[src/gzhne_pkg.sv]
// Shared types and constants for the gzip header name extractor.
// Holds the result record and the status codes; no dependencies.
package gzhne_pkg;

  localparam logic [7:0] MagicByte0 = 8'h1F;
  localparam logic [7:0] MagicByte1 = 8'h8B;
  localparam logic [7:0] MethodDeflate = 8'h08;
  localparam int unsigned FlagExtraBit = 2;
  localparam int unsigned FlagNameBit = 3;
  localparam logic [3:0] FixedLen = 4'd10;

  localparam logic [2:0] StatusNameDone = 3'd0;
  localparam logic [2:0] StatusNoName = 3'd1;
  localparam logic [2:0] StatusBadMagic = 3'd2;
  localparam logic [2:0] StatusHdrTrunc = 3'd3;
  localparam logic [2:0] StatusNameTrunc = 3'd4;

  typedef struct packed {
    logic [7:0] name_byte;
    logic       byte_valid;
    logic       done_res;
    logic [2:0] status;
  } result_t;

endpackage

[src/gzhne_front.sv]
// Front end: accepts file bytes, walks the gzip header and classifies each byte.
// Produces at most one result request per byte; depends on gzhne_pkg.
module gzhne_front (
  input  logic              clk_i,
  input  logic              rst_ni,
  input  logic              in_valid_i,
  output logic              in_ready_o,
  input  logic [7:0]        data_byte_i,
  input  logic              end_of_file_i,
  input  logic              push_ready_i,
  output logic              push_valid_o,
  output gzhne_pkg::result_t push_data_o
);
  import gzhne_pkg::*;

  localparam logic [2:0] PhFixed = 3'd0;
  localparam logic [2:0] PhXlo = 3'd1;
  localparam logic [2:0] PhXhi = 3'd2;
  localparam logic [2:0] PhSkip = 3'd3;
  localparam logic [2:0] PhName = 3'd4;
  localparam logic [2:0] PhWait = 3'd5;

  logic [2:0]  phase_q, phase_d;
  logic [3:0]  header_count_q, header_count_d;
  logic        extra_flag_q, extra_flag_d;
  logic        name_flag_q, name_flag_d;
  logic [7:0]  extra_low_q, extra_low_d;
  logic [15:0] skip_q, skip_d;

  logic [2:0]  next_phase;
  logic        done;
  logic        name_valid;
  logic [2:0]  status;
  logic        ef, nf;
  logic        magic_bad;
  logic        accept;
  logic [15:0] extra_len;

  assign in_ready_o = push_ready_i;
  assign accept = in_valid_i & push_ready_i;
  assign extra_len = {data_byte_i, extra_low_q};

  assign magic_bad = (header_count_q == 4'd0 && data_byte_i != MagicByte0) ||
                     (header_count_q == 4'd1 && data_byte_i != MagicByte1) ||
                     (header_count_q == 4'd2 && data_byte_i != MethodDeflate);

  always_comb begin
    header_count_d = header_count_q;
    extra_flag_d = extra_flag_q;
    name_flag_d = name_flag_q;
    extra_low_d = extra_low_q;
    skip_d = skip_q;
    next_phase = phase_q;
    done = 1'b0;
    name_valid = 1'b0;
    status = StatusNameDone;
    ef = extra_flag_q;
    nf = name_flag_q;
    unique case (phase_q)
      PhFixed: begin
        if (magic_bad) begin
          done = 1'b1;
          status = StatusBadMagic;
          next_phase = PhWait;
        end else begin
          if (header_count_q == 4'd3) begin
            ef = data_byte_i[FlagExtraBit];
            nf = data_byte_i[FlagNameBit];
          end
          extra_flag_d = ef;
          name_flag_d = nf;
          if (header_count_q >= FixedLen - 4'd1) begin
            header_count_d = FixedLen;
            if (!nf) begin
              done = 1'b1;
              status = StatusNoName;
              next_phase = PhWait;
            end else if (ef) begin
              next_phase = PhXlo;
            end else begin
              next_phase = PhName;
            end
          end else begin
            header_count_d = header_count_q + 4'd1;
          end
        end
      end
      PhXlo: begin
        extra_low_d = data_byte_i;
        next_phase = PhXhi;
      end
      PhXhi: begin
        skip_d = extra_len;
        next_phase = (extra_len == 16'd0) ? PhName : PhSkip;
      end
      PhSkip: begin
        skip_d = skip_q - 16'd1;
        if (skip_q == 16'd1) begin
          next_phase = PhName;
        end
      end
      PhName: begin
        if (data_byte_i == 8'd0) begin
          done = 1'b1;
          status = StatusNameDone;
          next_phase = PhWait;
        end else begin
          name_valid = 1'b1;
        end
      end
      default: begin
        next_phase = PhWait;
      end
    endcase

    if (end_of_file_i && !done && next_phase != PhWait) begin
      done = 1'b1;
      status = (next_phase == PhName) ? StatusNameTrunc : StatusHdrTrunc;
    end

    if (end_of_file_i) begin
      phase_d = PhFixed;
      header_count_d = 4'd0;
      extra_flag_d = 1'b0;
      name_flag_d = 1'b0;
      extra_low_d = 8'd0;
      skip_d = 16'd0;
    end else begin
      phase_d = done ? PhWait : next_phase;
    end
  end

  assign push_valid_o = accept & (done | name_valid);
  assign push_data_o.name_byte = name_valid ? data_byte_i : 8'd0;
  assign push_data_o.byte_valid = name_valid;
  assign push_data_o.done_res = done;
  assign push_data_o.status = done ? status : StatusNameDone;

  always_ff @(posedge clk_i or negedge rst_ni) begin
    if (!rst_ni) begin
      phase_q <= PhFixed;
      header_count_q <= 4'd0;
      extra_flag_q <= 1'b0;
      name_flag_q <= 1'b0;
      extra_low_q <= 8'd0;
      skip_q <= 16'd0;
    end else if (accept) begin
      phase_q <= phase_d;
      header_count_q <= header_count_d;
      extra_flag_q <= extra_flag_d;
      name_flag_q <= name_flag_d;
      extra_low_q <= extra_low_d;
      skip_q <= skip_d;
    end
  end

endmodule

[src/gzhne_queue.sv]
// Back end: a small result queue that holds classified results and drives the
// output channel from its head; depends on gzhne_pkg.
module gzhne_queue #(
  parameter int unsigned Depth = 4
) (
  input  logic               clk_i,
  input  logic               rst_ni,
  input  logic               push_valid_i,
  output logic               push_ready_o,
  input  gzhne_pkg::result_t push_data_i,
  output logic               out_valid_o,
  input  logic               out_ready_i,
  output gzhne_pkg::result_t out_data_o
);
  import gzhne_pkg::*;

  localparam int unsigned PtrW = (Depth > 1) ? $clog2(Depth) : 1;
  localparam int unsigned CntW = $clog2(Depth + 1);
  localparam logic [PtrW-1:0] LastPtr = PtrW'(Depth - 1);
  localparam logic [CntW-1:0] FullCnt = CntW'(Depth);

  result_t        mem_q [Depth];
  logic [PtrW-1:0] wr_ptr_q, wr_ptr_d;
  logic [PtrW-1:0] rd_ptr_q, rd_ptr_d;
  logic [CntW-1:0] count_q, count_d;
  logic            do_push, do_pop;

  assign push_ready_o = (count_q != FullCnt);
  assign out_valid_o = (count_q != '0);
  assign out_data_o = mem_q[rd_ptr_q];
  assign do_push = push_valid_i & push_ready_o;
  assign do_pop = out_valid_o & out_ready_i;

  always_comb begin
    wr_ptr_d = wr_ptr_q;
    rd_ptr_d = rd_ptr_q;
    count_d = count_q;
    if (do_push) begin
      wr_ptr_d = (wr_ptr_q == LastPtr) ? '0 : wr_ptr_q + PtrW'(1);
    end
    if (do_pop) begin
      rd_ptr_d = (rd_ptr_q == LastPtr) ? '0 : rd_ptr_q + PtrW'(1);
    end
    if (do_push && !do_pop) begin
      count_d = count_q + CntW'(1);
    end else if (do_pop && !do_push) begin
      count_d = count_q - CntW'(1);
    end
  end

  always_ff @(posedge clk_i) begin
    if (do_push) begin
      mem_q[wr_ptr_q] <= push_data_i;
    end
  end

  always_ff @(posedge clk_i or negedge rst_ni) begin
    if (!rst_ni) begin
      wr_ptr_q <= '0;
      rd_ptr_q <= '0;
      count_q <= '0;
    end else begin
      wr_ptr_q <= wr_ptr_d;
      rd_ptr_q <= rd_ptr_d;
      count_q <= count_d;
    end
  end

endmodule

[src/gzip_header_name_extractor.sv]
// Each result is registered in the result queue and offered from its head.
// Throughput: one byte per cycle while the queue has room; state updates per byte.
// Input ready drops only while the result queue holds QueueDepth undelivered results.
// Reset clears the parser to the start of a fixed header and empties the queue.
// Top level of the gzip header name extractor; instantiates gzhne_front and
// gzhne_queue and depends on gzhne_pkg.
module gzip_header_name_extractor #(
  parameter int unsigned QueueDepth = 4
) (
  input  logic       clk_i,
  input  logic       rst_ni,
  input  logic       in_valid_i,
  output logic       in_ready_o,
  input  logic [7:0] data_byte_i,
  input  logic       end_of_file_i,
  output logic       out_valid_o,
  input  logic       out_ready_i,
  output logic [7:0] name_byte_o,
  output logic       byte_valid_o,
  output logic       done_res_o,
  output logic [2:0] status_o
);
  import gzhne_pkg::*;

  logic    push_valid;
  logic    push_ready;
  result_t push_data;
  result_t out_data;

  gzhne_front u_front (
    .clk_i         (clk_i),
    .rst_ni        (rst_ni),
    .in_valid_i    (in_valid_i),
    .in_ready_o    (in_ready_o),
    .data_byte_i   (data_byte_i),
    .end_of_file_i (end_of_file_i),
    .push_ready_i  (push_ready),
    .push_valid_o  (push_valid),
    .push_data_o   (push_data)
  );

  gzhne_queue #(
    .Depth (QueueDepth)
  ) u_queue (
    .clk_i        (clk_i),
    .rst_ni       (rst_ni),
    .push_valid_i (push_valid),
    .push_ready_o (push_ready),
    .push_data_i  (push_data),
    .out_valid_o  (out_valid_o),
    .out_ready_i  (out_ready_i),
    .out_data_o   (out_data)
  );

  assign name_byte_o = out_data.name_byte;
  assign byte_valid_o = out_data.byte_valid;
  assign done_res_o = out_data.done_res;
  assign status_o = out_data.status;

`ifndef NO_ASSERTIONS
  a_stall_only_when_full: assert property (@(posedge clk_i) disable iff (!rst_ni)
    !in_ready_o |-> out_valid_o)
    else $error("input stalled while no result is pending");

  a_result_nonempty: assert property (@(posedge clk_i) disable iff (!rst_ni)
    out_valid_o |-> (byte_valid_o || done_res_o))
    else $error("result carries neither a name byte nor done");

  a_status_range: assert property (@(posedge clk_i) disable iff (!rst_ni)
    out_valid_o && done_res_o |-> (status_o <= StatusNameTrunc))
    else $error("status code out of range");

  a_name_byte_nonzero: assert property (@(posedge clk_i) disable iff (!rst_ni)
    out_valid_o && byte_valid_o |-> (name_byte_o != 8'd0))
    else $error("name byte is the terminator");
`endif

endmodule

[config.mk]
export PLATFORM = sky130hd
export DESIGN_NAME = gzip_header_name_extractor
export DESIGN_NICKNAME = d
export VERILOG_FILES = /design/src/gzhne_pkg.sv /design/src/gzhne_front.sv /design/src/gzhne_queue.sv /design/src/gzip_header_name_extractor.sv
export SDC_FILE = /design/constraint.sdc
export NUM_CORES = 1
export LEC_CHECK = 0
export BUFFER_PORTS_ARGS = -buffer_cell sky130_fd_sc_hd__buf_2
export CAP_MARGIN = 20
export CORE_ASPECT_RATIO = 1.2
export CORE_MARGIN = 5
export CORE_UTILIZATION = 60
export DETAILED_ROUTE_END_ITERATION = 16
export PLACE_DENSITY = 0.9
export SYNTH_ARGS = -nofsm -noshare
export SYNTH_HDL_FRONTEND = slang
export SYNTH_SLANG_ARGS = --single-unit
[constraint.sdc]
create_clock -name clk_i -period 4.8 [get_ports clk_i]
set_clock_uncertainty 0.05 [all_clocks]
set_input_delay 0.24 -clock clk_i [delete_from_list [all_inputs] [get_ports clk_i]]
set_output_delay 0.24 -clock clk_i [all_outputs]
set_load 0.03 [all_outputs]
# After elaboration in Yosys (flattened, before gate mapping)
# Memories as Yosys holds them, arrays and structs flattened.
# Index checks and enable logic that the tools add are counted.
[word_totals]
elab_cells = 115
ff_bits = 40
memories = 1
output_inout_bits = 15
rom_bits = 0
latch_bits = 0
ram_bits = 52
[memory_table]
columns = ["name", "words", "width", "rd", "rd_clocked_by_memory_dff", "wr", "line_no", "rtl"]
rows = [
  ["u_queue.mem_q", 4, 13, 1, 0, 1, "gzhne_queue.sv:22", "result_t mem_q [Depth];"],
]
[op_classes]
div = 0
mul = 0
n_shift = 0
magnitude_cmp = 1
muxes = 52
eq_ne = 17
n_reduce_logical = 24
add_sub_neg = 6
bitwise_logic = 5
[ops]
columns = ["operator", "n"]
rows = [
  ["two-way mux 3 bit", 17],
  ["case mux 16 bit (2 select lines)", 1],
  ["two-way mux 8 bit", 3],
  ["two-way mux 1 bit", 22],
  ["equality test 16 x 1 -> 1 bit (second input constant)", 1],
  ["zero test 16 bit", 1],
  ["two-way mux 16 bit", 1],
  ["two-way mux 4 bit", 4],
  ["subtractor 16 x 1 -> 16 bit (second input constant)", 1],
  ["case mux 3 bit (5 select lines)", 1],
  ["equality test 4 x 2 -> 1 bit (second input constant)", 2],
  ["zero test 8 bit", 1],
  ["!= test 8 x 4 -> 1 bit (second input constant)", 1],
  ["!= test 8 x 5 -> 1 bit (second input constant)", 1],
  ["!= test 8 bit (second input constant)", 1],
  ["logical AND 1 bit", 7],
  ["equality test 3 x 2 -> 1 bit (second input constant)", 2],
  ["equality test 3 bit (second input constant)", 2],
  ["!= test 3 bit (second input constant)", 2],
  ["nonzero test 2 bit", 3],
  ["nonzero test 3 bit", 2],
  ["adder 2 x 1 -> 2 bit (second input constant)", 2],
  ["adder 4 x 1 -> 4 bit (second input constant)", 1],
  ["bitwise AND 1 bit", 4],
  ["16 further kinds", 22],
]

# Depth between registers and ports, before layout
# Gate-level depths: netlist of run 1.
[logic_depth]
depth_word = 21
mapped_depth = 13
depth_no_buf = 13

# Modules after synthesis
# From an unflattened synthesis of run 1, not the netlist that was laid out.
[unflattened]
cells_unflattened = 388
area_unflattened_um2 = 4689.5
[by_module_without_submodules]
columns = ["mod", "cells_each", "n_inst", "area_each_um2"]
rows = [
  ["gzhne_front", 284, 1, 2373.5],
  ["gzhne_queue", 104, 1, 2316.0],
]

# Worst setup path before layout of run 1
# Ideal clock, no wire load.
[synth_path]
path_kind = "register -> register"
from = "reg u_front.header_count_q[1]"
to = "reg u_queue.count_q[1]"
stages_incl_launch_ff = 12
path_slack_ns = 2.151
arrival_ns = 2.475
setup_time_ns = 0.125
cell_sequence = "dfrtp_1 inv_1 ha_1 or3b_1 and2_1 clkbuf_1 a21oi_1 a21oi_2 ha_1 inv_1 fa_1 mux2_2"
[synth_via]
word_cells_on_any_way = 38
[synth_lines]
columns = ["item", "line_no", "rtl"]
rows = [
  ["from (decl)", "gzhne_front.sv:24", "logic [3:0] header_count_q, header_count_d;"],
  ["from (signal assigned)", "gzhne_front.sv:149", "header_count_q <= header_count_d;"],
  ["equality test 4 x 2 -> 1 bit", "gzhne_front.sv:66", "if (header_count_q == 4'd3) begin"],
  ["two-way mux 1 bit", "gzhne_front.sv:66", ""],
  ["two-way mux 1 bit", "gzhne_front.sv:61", "if (magic_bad) begin"],
  ["two-way mux 1 bit", "gzhne_front.sv:59", "unique case (phase_q)"],
  ["two-way mux 3 bit / two-way mux 1 bit (equally long branches)", "gzhne_front.sv:78, gzhne_front.sv:74", ""],
  ["two-way mux 3 bit / two-way mux 1 bit (equally long branches)", "gzhne_front.sv:74, gzhne_front.sv:72", ""],
  ["two-way mux 3 bit / two-way mux 1 bit (equally long branches)", "gzhne_front.sv:72, gzhne_front.sv:61", ""],
  ["two-way mux 3 bit / case mux 1 bit (2 select lines) (equally long branches)", "gzhne_front.sv:61, gzhne_front.sv:59", ""],
  ["[3 not listed]", "--", ""],
  ["two-way mux 1 bit *", "gzhne_front.sv:116", "if (end_of_file_i && !done && next_phase != PhWait) begin"],
  ["OR 1 bit *", "gzhne_front.sv:133", "assign push_valid_o = accept & (done | name_valid);"],
  ["bitwise AND 1 bit *", "gzhne_front.sv:133", ""],
  ["bitwise AND 1 bit *", "gzhne_queue.sv:31", "assign do_push = push_valid_i & push_ready_o;"],
  ["named net u_queue.do_push", "gzhne_queue.sv:26", "logic do_push, do_pop;"],
  ["logical AND 1 bit *", "gzhne_queue.sv:44", "if (do_push && !do_pop) begin"],
  ["two-way mux 3 bit *", "gzhne_queue.sv:44", ""],
  ["named net u_queue.count_d[1]", "gzhne_queue.sv:25", "logic [CntW-1:0] count_q, count_d;"],
  ["to (signal assigned)", "gzhne_queue.sv:65", "count_q <= count_d;"],
  ["to (decl)", "gzhne_queue.sv:25", ""],
]
# Mark *: on every way through the listed nets, which the timed path passes. The rest lies on a longest branch. The select of a mux whose other input is x is not followed.
# A chain may end at the register's enable or synchronous reset.

==> flow_metrics.py, run 1 <==
metrics = {
    "synth": {
        "ys_top_cells_by_area": "edfxtp_1 34%, dfrtp_1 22%, mux4_2 6.4%, ha_1 3.5%, o21ai_0 3.4%",
        "synth_most_common_cell": "edfxtp_1",
        "synth_edf_count": 52,
        "synth.area.mux_share": 0.0778,
        "synth-xor-area-share": 0.00571,
        "avgSynthCellArea_um2": 12.2,
        "ys.flop_type": "edfxtp_1",
        "netlist.area_leader.share": 0.339,
        "synth-adder-area-share": 0.0397,
        "yosys.area_share.simple": 0.158,
        "synth_seq_area_share": 0.557,
        "ys_types": 61,
        "synth_compound_area_frac": 0.140,
        "synth_area_um2": 4600,
        "ys_async_sr_fraction": 0.435,
        "synth_fp_nets": 405,
        "ys_warn_count": 0,
        "synth_common_cells": "52 x edfxtp_1, 40 x dfrtp_1, 32 x nor2_1",
        "synth_top_family_by_area": "simple AND/OR/NAND/NOR gates",
        "netlist_instances": 378,
        "ys_seq_elements": 92,
        "post-synth-top-area-cell": "edfxtp_1",
    },
    "critical_path": {
        "criticalPathCategory": "reg2reg",
        "cp-start-kind": "register",
        "slowest_delay_ns": 0.63,
        "path_cells": "nor2b_1 -> nand2_1 -> o41ai_2 -> nor2_1 -> nor4b_4 -> a21oi_1",
        "cp-startpoint": "u_front.phase_q[2]",
        "cp_slowest_cell": "nand2_1",
        "regToRegSetupSlack_ns": 1.70,
        "end_kind": "register",
        "r2r-start": "u_front.phase_q[2]",
        "cp.required_ns": 4.84,
        "cp_max_fo": 33,
        "r2r_end": "u_queue.mem_q[0][0]",
        "critPathTopFamily": "simple AND/OR/NAND/NOR gates",
        "cp_data_arrival_time_ns": 3.13,
        "worst-path-buf-inv": 0,
        "reg2reg_depth": 6,
    },
    "layout": {
        "area_delta_synth_final_pct": 8.19,
        "num_antenna_cells": 0,
        "n_fill_cell": 540,
        "register_area_um2": 2560,
        "drive_gt1_frac": 0.178,
        "multi_input_area_um2": 1940,
        "final_nets": 427,
    },
    "clocking": {
        "clock-sinks": 92,
        "cts.path.max_buffers": 2,
        "clk_pin_slew_ns": 0.09,
        "cts.htree.levels": 3,
        "cts_root_buf": "clkbuf_8",
        "tritoncts": "built",
        "cts_setup_buffers": 0,
        "cts_buffers": 9,
        "insertion_delay_ns": 0.36,
    },
    "worst_hold_path": {
        "min_to": "u_front.header_count_q[3]",
        "min_path_type": "in2reg",
        "min_path_cells": 2,
        "worstHoldStart": "end_of_file_i",
    },
    "power_and_ir_drop": {
        "pwr-share-clk": 0.163,
        "p_leak_nw": 1.94,
        "p_int_mw": 1.77,
        "pwr-share-comb": 0.412,
        "vdd_ir_drop_max_v": 0.000373,
        "swShare": 0.409,
        "p_seq_frac": 0.425,
        "p_switching_mw": 1.22,
        "p_per_area_nw_per_um2": 602,
    },
    "timing": {
        "setup_viol": 0,
        "worstMarginPinSlew_ns": 1.04,
        "rsz0062_at_grt": "false",
        "fmax_ghz": 0.323,
        "whs_ns": 0.141,
        "period_needed_ns": 3.10,
        "final_hold_viol_count": 0,
        "fin_crit_sh": 0.645,
        "slew_viol_final": 0,
        "setup_tns_ns": 0,
        "timing.final.ws_setup_ns": 1.70,
        "relSlewSlack": 0.303,
    },
    "grt": {
        "grt_start_max_net_pins": 41,
        "grt_usage": 0.209,
        "grt_overflow": 0,
        "grt_pass1_vias": 3207,
        "grt_pass1_wl_mm": 15.9,
        "antenna_found_initial": 0,
    },
    "drt": {
        "vias": 3220,
        "dr.pass1.iters": 5,
        "wirelength_mm": 9.64,
        "via_per_inst": 6.48,
        "ant_nets": 0,
        "wl_per_cell_um": 19.4,
        "drc": 0,
        "drt_iter0_markers": 324,
    },
    "floorplan": {
        "die_area_um2": 9520,
        "boundaryPins": 28,
        "rows": 35,
        "core-area_um2": 7580,
        "die_h_um": 106,
        "start_util": 0.607,
        "dieWidth_um": 89.9,
    },
    "flow_run": {
        "max_cap_violations": 0,
    },
    "place": {
        "hpwl_mm": 6.64,
        "gp_congestion": 0.862,
        "io_buffers": 27,
        "pre_cts_ws_ns": 1.80,
    },
    "outcome": {
        "status": "finished clean",
    },
}
[metrics by stage]
stage	power, mW	util	cells	cell area, µm²
after global placement	2.45	0.631	480	4780
after floorplan	2.20	-	378	4600
after CTS	3.01	0.657	497	4980
final	3.00	0.657	497	4980
after detailed placement	2.52	0.631	480	4780
after global routing	3.19	0.657	497	4980
[sequential cells by signal (all words and copies together), names as in the netlist]
name and count:
u_queue.mem_q 52, u_front.skip_q 16, u_front.extra_low_q 8, u_front.header_count_q 4, u_front.phase_q 3, u_queue.count_q 3
u_queue.rd_ptr_q 2, u_queue.wr_ptr_q 2, u_front.extra_flag_q 1, u_front.name_flag_q 1
[layout make-up]
type,instances,share of cell area
Tap cell,92,0.0231
Clock inverter,7,0.0118
Sequential cell,92,0.515
Multi-Input combinational cell,260,0.389
Inverter,9,0.00679
Timing Repair Buffer,28,0.0292
Clock buffer,9,0.0249
[power by group through the flow]
stage / registers [mW] / clock network [mW] / logic (mW)
after CTS: 1.28 / 0.496 / 1.23
after global routing: 1.31 / 0.530 / 1.35
final: 1.28 / 0.488 / 1.23
after floorplan: 1.18 / 0 / 1.03
after detailed placement: 1.29 / 0 / 1.23
after global placement: 1.27 / 0 / 1.18
[metal layers]
layer	vias to the layer above	routed length, µm	share of wire	track usage
li1	1486	-	-	-
met1	1569	3790	0.39	0.260
met2	141	5040	0.52	0.360
met3	24	604	0.063	0.0396
met4	0	205	0.021	0.0798
met5	-	0	0	0
[worst register-to-register path: cells and delay by family (launching register included)]
| kind | cells | cell delay (ns) |
|---|---|---|
| and+or+nand+nor | 4 | 1.50 |
| DFF | 1 | 0.60 |
| AOI/OAI and AO/OA | 2 | 0.68 |
[logic make-up after synthesis]
kind of cell,after synthesis
adder cells (fa/ha/maj),14
buffers and inverters,26
multiplexers,19
XOR/XNOR,3
flip-flops,92
AND/OR/NAND/NOR,130
AO/OA/AOI/OAI,94
[worst max path at each step]
stage	end	cells after the start
6_report	u_queue.mem_q[0][0]	6
5_1_grt	u_queue.mem_q[0][0]	6
4_1_cts	u_queue.mem_q[0][0]	6
3_5_place_dp	u_queue.mem_q[2][0]	6
3_3_place_gp	u_queue.mem_q[0][0]	6
2_1_floorplan	u_queue.count_q[1]	11
[cell usage in the layout, fill, tap and decap left out, types with 3 or more instances in the layout]
cell / netlist / final
a21o_1: 3 / 3
a21oi_1: 22 / 22
a22o_1: 11 / 11
a22oi_1: 4 / 4
a32o_1: 3 / 3
and2_1: 8 / 8
and3_1: 8 / 8
buf_2: 2 / 27
clkbuf_8: 0 / 9
dfrtp_1: 40 / 40
edfxtp_1: 52 / 52
ha_1: 13 / 13
inv_1: 9 / 9
mux2_2: 4 / 4
mux4_2: 13 / 13
nand2_1: 22 / 22
nand3_1: 8 / 8
nand4_1: 3 / 3
nor2_1: 32 / 32
nor3_1: 10 / 10
nor3b_1: 4 / 4
nor4_1: 8 / 8
o21ai_0: 31 / 31
or3_1: 5 / 5
or3b_1: 3 / 3
[what timing repair did]
| action | CTS | global route |
|---|---|---|
| gates resized for setup | 0 | 0 |
| hold endpoints to repair | 17 | 0 |
| endpoints found under the setup margin | 0 | 0 |
| hold buffers | 1 | 0 |
Power figures use the tool's default switching activity.
==> inputs of run 2 (changes only) <==
- clock period: 4.8 -> 3.2 ns (I/O delays scaled with it)
==> run 2 against run 1 <==
Compared with the run above: first-iteration DRC count decreased by 1.9%; flip-flop and latch count did not move; hold slack worse by 0.077 ns; critical path type unchanged; register-to-register slack lost 1.5 ns; global-route usage grew 0.44 points; setup slack worse by 1.5 ns; largest power group is now combinational cells; cell area is 2.4% higher; utilization is 1.6 points higher; routed wire length rose by 3.3%; critical path depth up 7.
==> flow_metrics.py, run 2 (synthesis gave the netlist of run 1 again) <==
metrics = {
    "outcome": {
        "status": "finished clean",
    },
    "layout": {
        "top_register": "u_queue.mem_q",
        "final_core_util": 0.673,
        "largest_reg_flops": 52,
        "largestRegisters": "u_queue.mem_q: 52 flops, u_front.skip_q: 16 flops, u_front.extra_low_q: 8 flops",
        "drive_gt1_frac": 0.198,
        "num_antenna_cells": 0,
        "layout_common_cells": "52 x edfxtp_1, 40 x dfrtp_1, 32 x nor2_1, 31 x o21ai_0, 27 x buf_2",
        "area_delta_synth_final_pct": 10.8,
        "final_common_cell": "edfxtp_1",
        "final_nets": 437,
    },
    "floorplan": {
        "boundaryPins": 28,
        "die_area_um2": 9520,
        "die_h_um": 106,
        "start_util": 0.607,
        "core-area_um2": 7580,
        "dieWidth_um": 89.9,
        "rows": 35,
    },
    "drt": {
        "wirelength_mm": 9.96,
        "vias": 3334,
        "dr.pass1.iters": 6,
        "drt_iter0_markers": 318,
        "via_per_inst": 6.58,
        "wl_met2_mm": 5.20,
        "wl_met1_mm": 3.88,
        "ant_nets": 0,
        "drc": 0,
        "met3_length_um": 602,
        "routed.top_layer": "met4",
        "wl_per_cell_um": 19.6,
    },
    "critical_path": {
        "cp.required_ns": 3.43,
        "end_kind": "register",
        "cp_max_fo": 7,
        "criticalPathCategory": "reg2reg",
        "cp_data_arrival_time_ns": 3.26,
        "cp-start-kind": "register",
    },
    "clocking": {
        "cts_root_buf": "clkbuf_8",
        "clock-sinks": 92,
        "cts.htree.levels": 3,
        "cts_setup_buffers": 0,
        "tritoncts": "built",
        "clk_pin_slew_ns": 0.10,
        "cts_buffers": 9,
        "cts.path.max_buffers": 2,
        "insertion_delay_ns": 0.36,
    },
    "grt": {
        "antenna_found_initial": 0,
        "grt_overflow": 0,
        "grt_start_max_net_pins": 41,
        "grt_pass1_wl_mm": 16.4,
        "grt_usage": 0.213,
        "grt_pass1_vias": 3383,
    },
    "timing": {
        "fmax_ghz": 0.330,
        "rsz0062_at_grt": "false",
        "relSlewSlack": 0.278,
        "setup_viol": 0,
        "setup_tns_ns": 0,
        "period_needed_ns": 3.03,
        "timing.final.ws_setup_ns": 0.173,
        "slew_viol_final": 0,
        "fin_crit_sh": 0.946,
        "whs_ns": 0.0649,
        "final_hold_viol_count": 0,
        "worstMarginPinSlew_ns": 1.08,
    },
    "power_and_ir_drop": {
        "p_leak_nw": 2.02,
        "vdd_ir_drop_max_v": 0.000597,
        "power_mw": 4.76,
        "p_per_area_nw_per_um2": 933,
    },
    "worst_hold_path": {
        "min_path_type": "in2reg",
    },
    "place": {
        "io_buffers": 27,
        "gp_congestion": 0.920,
        "hpwl_mm": 6.67,
        "pre_cts_ws_ns": 0.190,
    },
    "flow_run": {
        "max_cap_violations": 0,
    },
}
-- run 2: changes by cell type in the layout (fill, tap and decap cells not counted) --
cell        delta
a21oi_2        -1
a21oi_4        +1
buf_4         +10
bufinv_16      +2
clkbuf_1       +1
clkinv_1       -1
clkinv_4       +1
clkinvlp_4     -1
inv_8          -2
-- run 2: worst paths after layout --
path	start	end	slack, ns	cells after the start
setup reg to reg	u_front.header_count_q[0]	u_queue.count_q[2]	0.17	13
max in group asynchronous	rst_ni	u_front.extra_low_q[3]	2.11	2
min in group asynchronous	rst_ni	u_queue.count_q[0]	0.42	2
hold reg to reg	u_front.skip_q[1]	u_front.skip_q[1]	0.47	1
hold / removal	end_of_file_i	u_front.header_count_q[3]	0.06	2
setup / recovery	u_front.header_count_q[0]	u_queue.count_q[2]	0.17	13
-- run 2: per-stage QoR --
stage,area [µm²],cells
floorplan,4600,378
global placement,4860,490
detailed placement,4860,490
CTS,5090,507
global route,5100,507
finish,5100,507
-- run 2: cell type report --
cell class                      instances  area, µm²
Inverter                                9       33.8
Clock buffer                           10        128
Clock inverter                          6       93.8
Sequential cell                        92       2560
Fill cell                             522       2480
Tap cell                               92        115
Timing Repair Buffer                   38        220
Multi-Input combinational cell        260       1940
-- run 2: repair_timing --
action | CTS | global route
hold buffers | 1 | 0
gates resized for setup | 0 | 1
endpoints found under the setup margin | 0 | 1
endpoints found under the hold margin | 40 | 0
-- run 2: routing by layer --
metal | vias to the layer above | global-route usage
met5 | - | 0
met4 | 0 | 0.0915
met3 | 38 | 0.0368
met2 | 146 | 0.374
met1 | 1642 | 0.259
li1 | 1508 | -
-- run 2: worst max-delay path, stage by stage (launching register included) --
cell and delay (ns):
dfrtp_1 0.44, inv_1 0.13, ha_1 0.19, nor3b_1 0.23, o21ba_1 0.22, nor2_1 0.06, o32a_1 0.25, a21oi_4 0.24
ha_1 0.22, inv_1 0.06, fa_1 0.37, xor2_1 0.15, nor2_1 0.14, xor2_1 0.20
-- run 2: report_power, final --
part           total, mW  switching, mW  internal [mW]
Clock              0.870          0.422          0.447
Combinational       2.00           1.20          0.803
Sequential          1.88          0.257           1.63
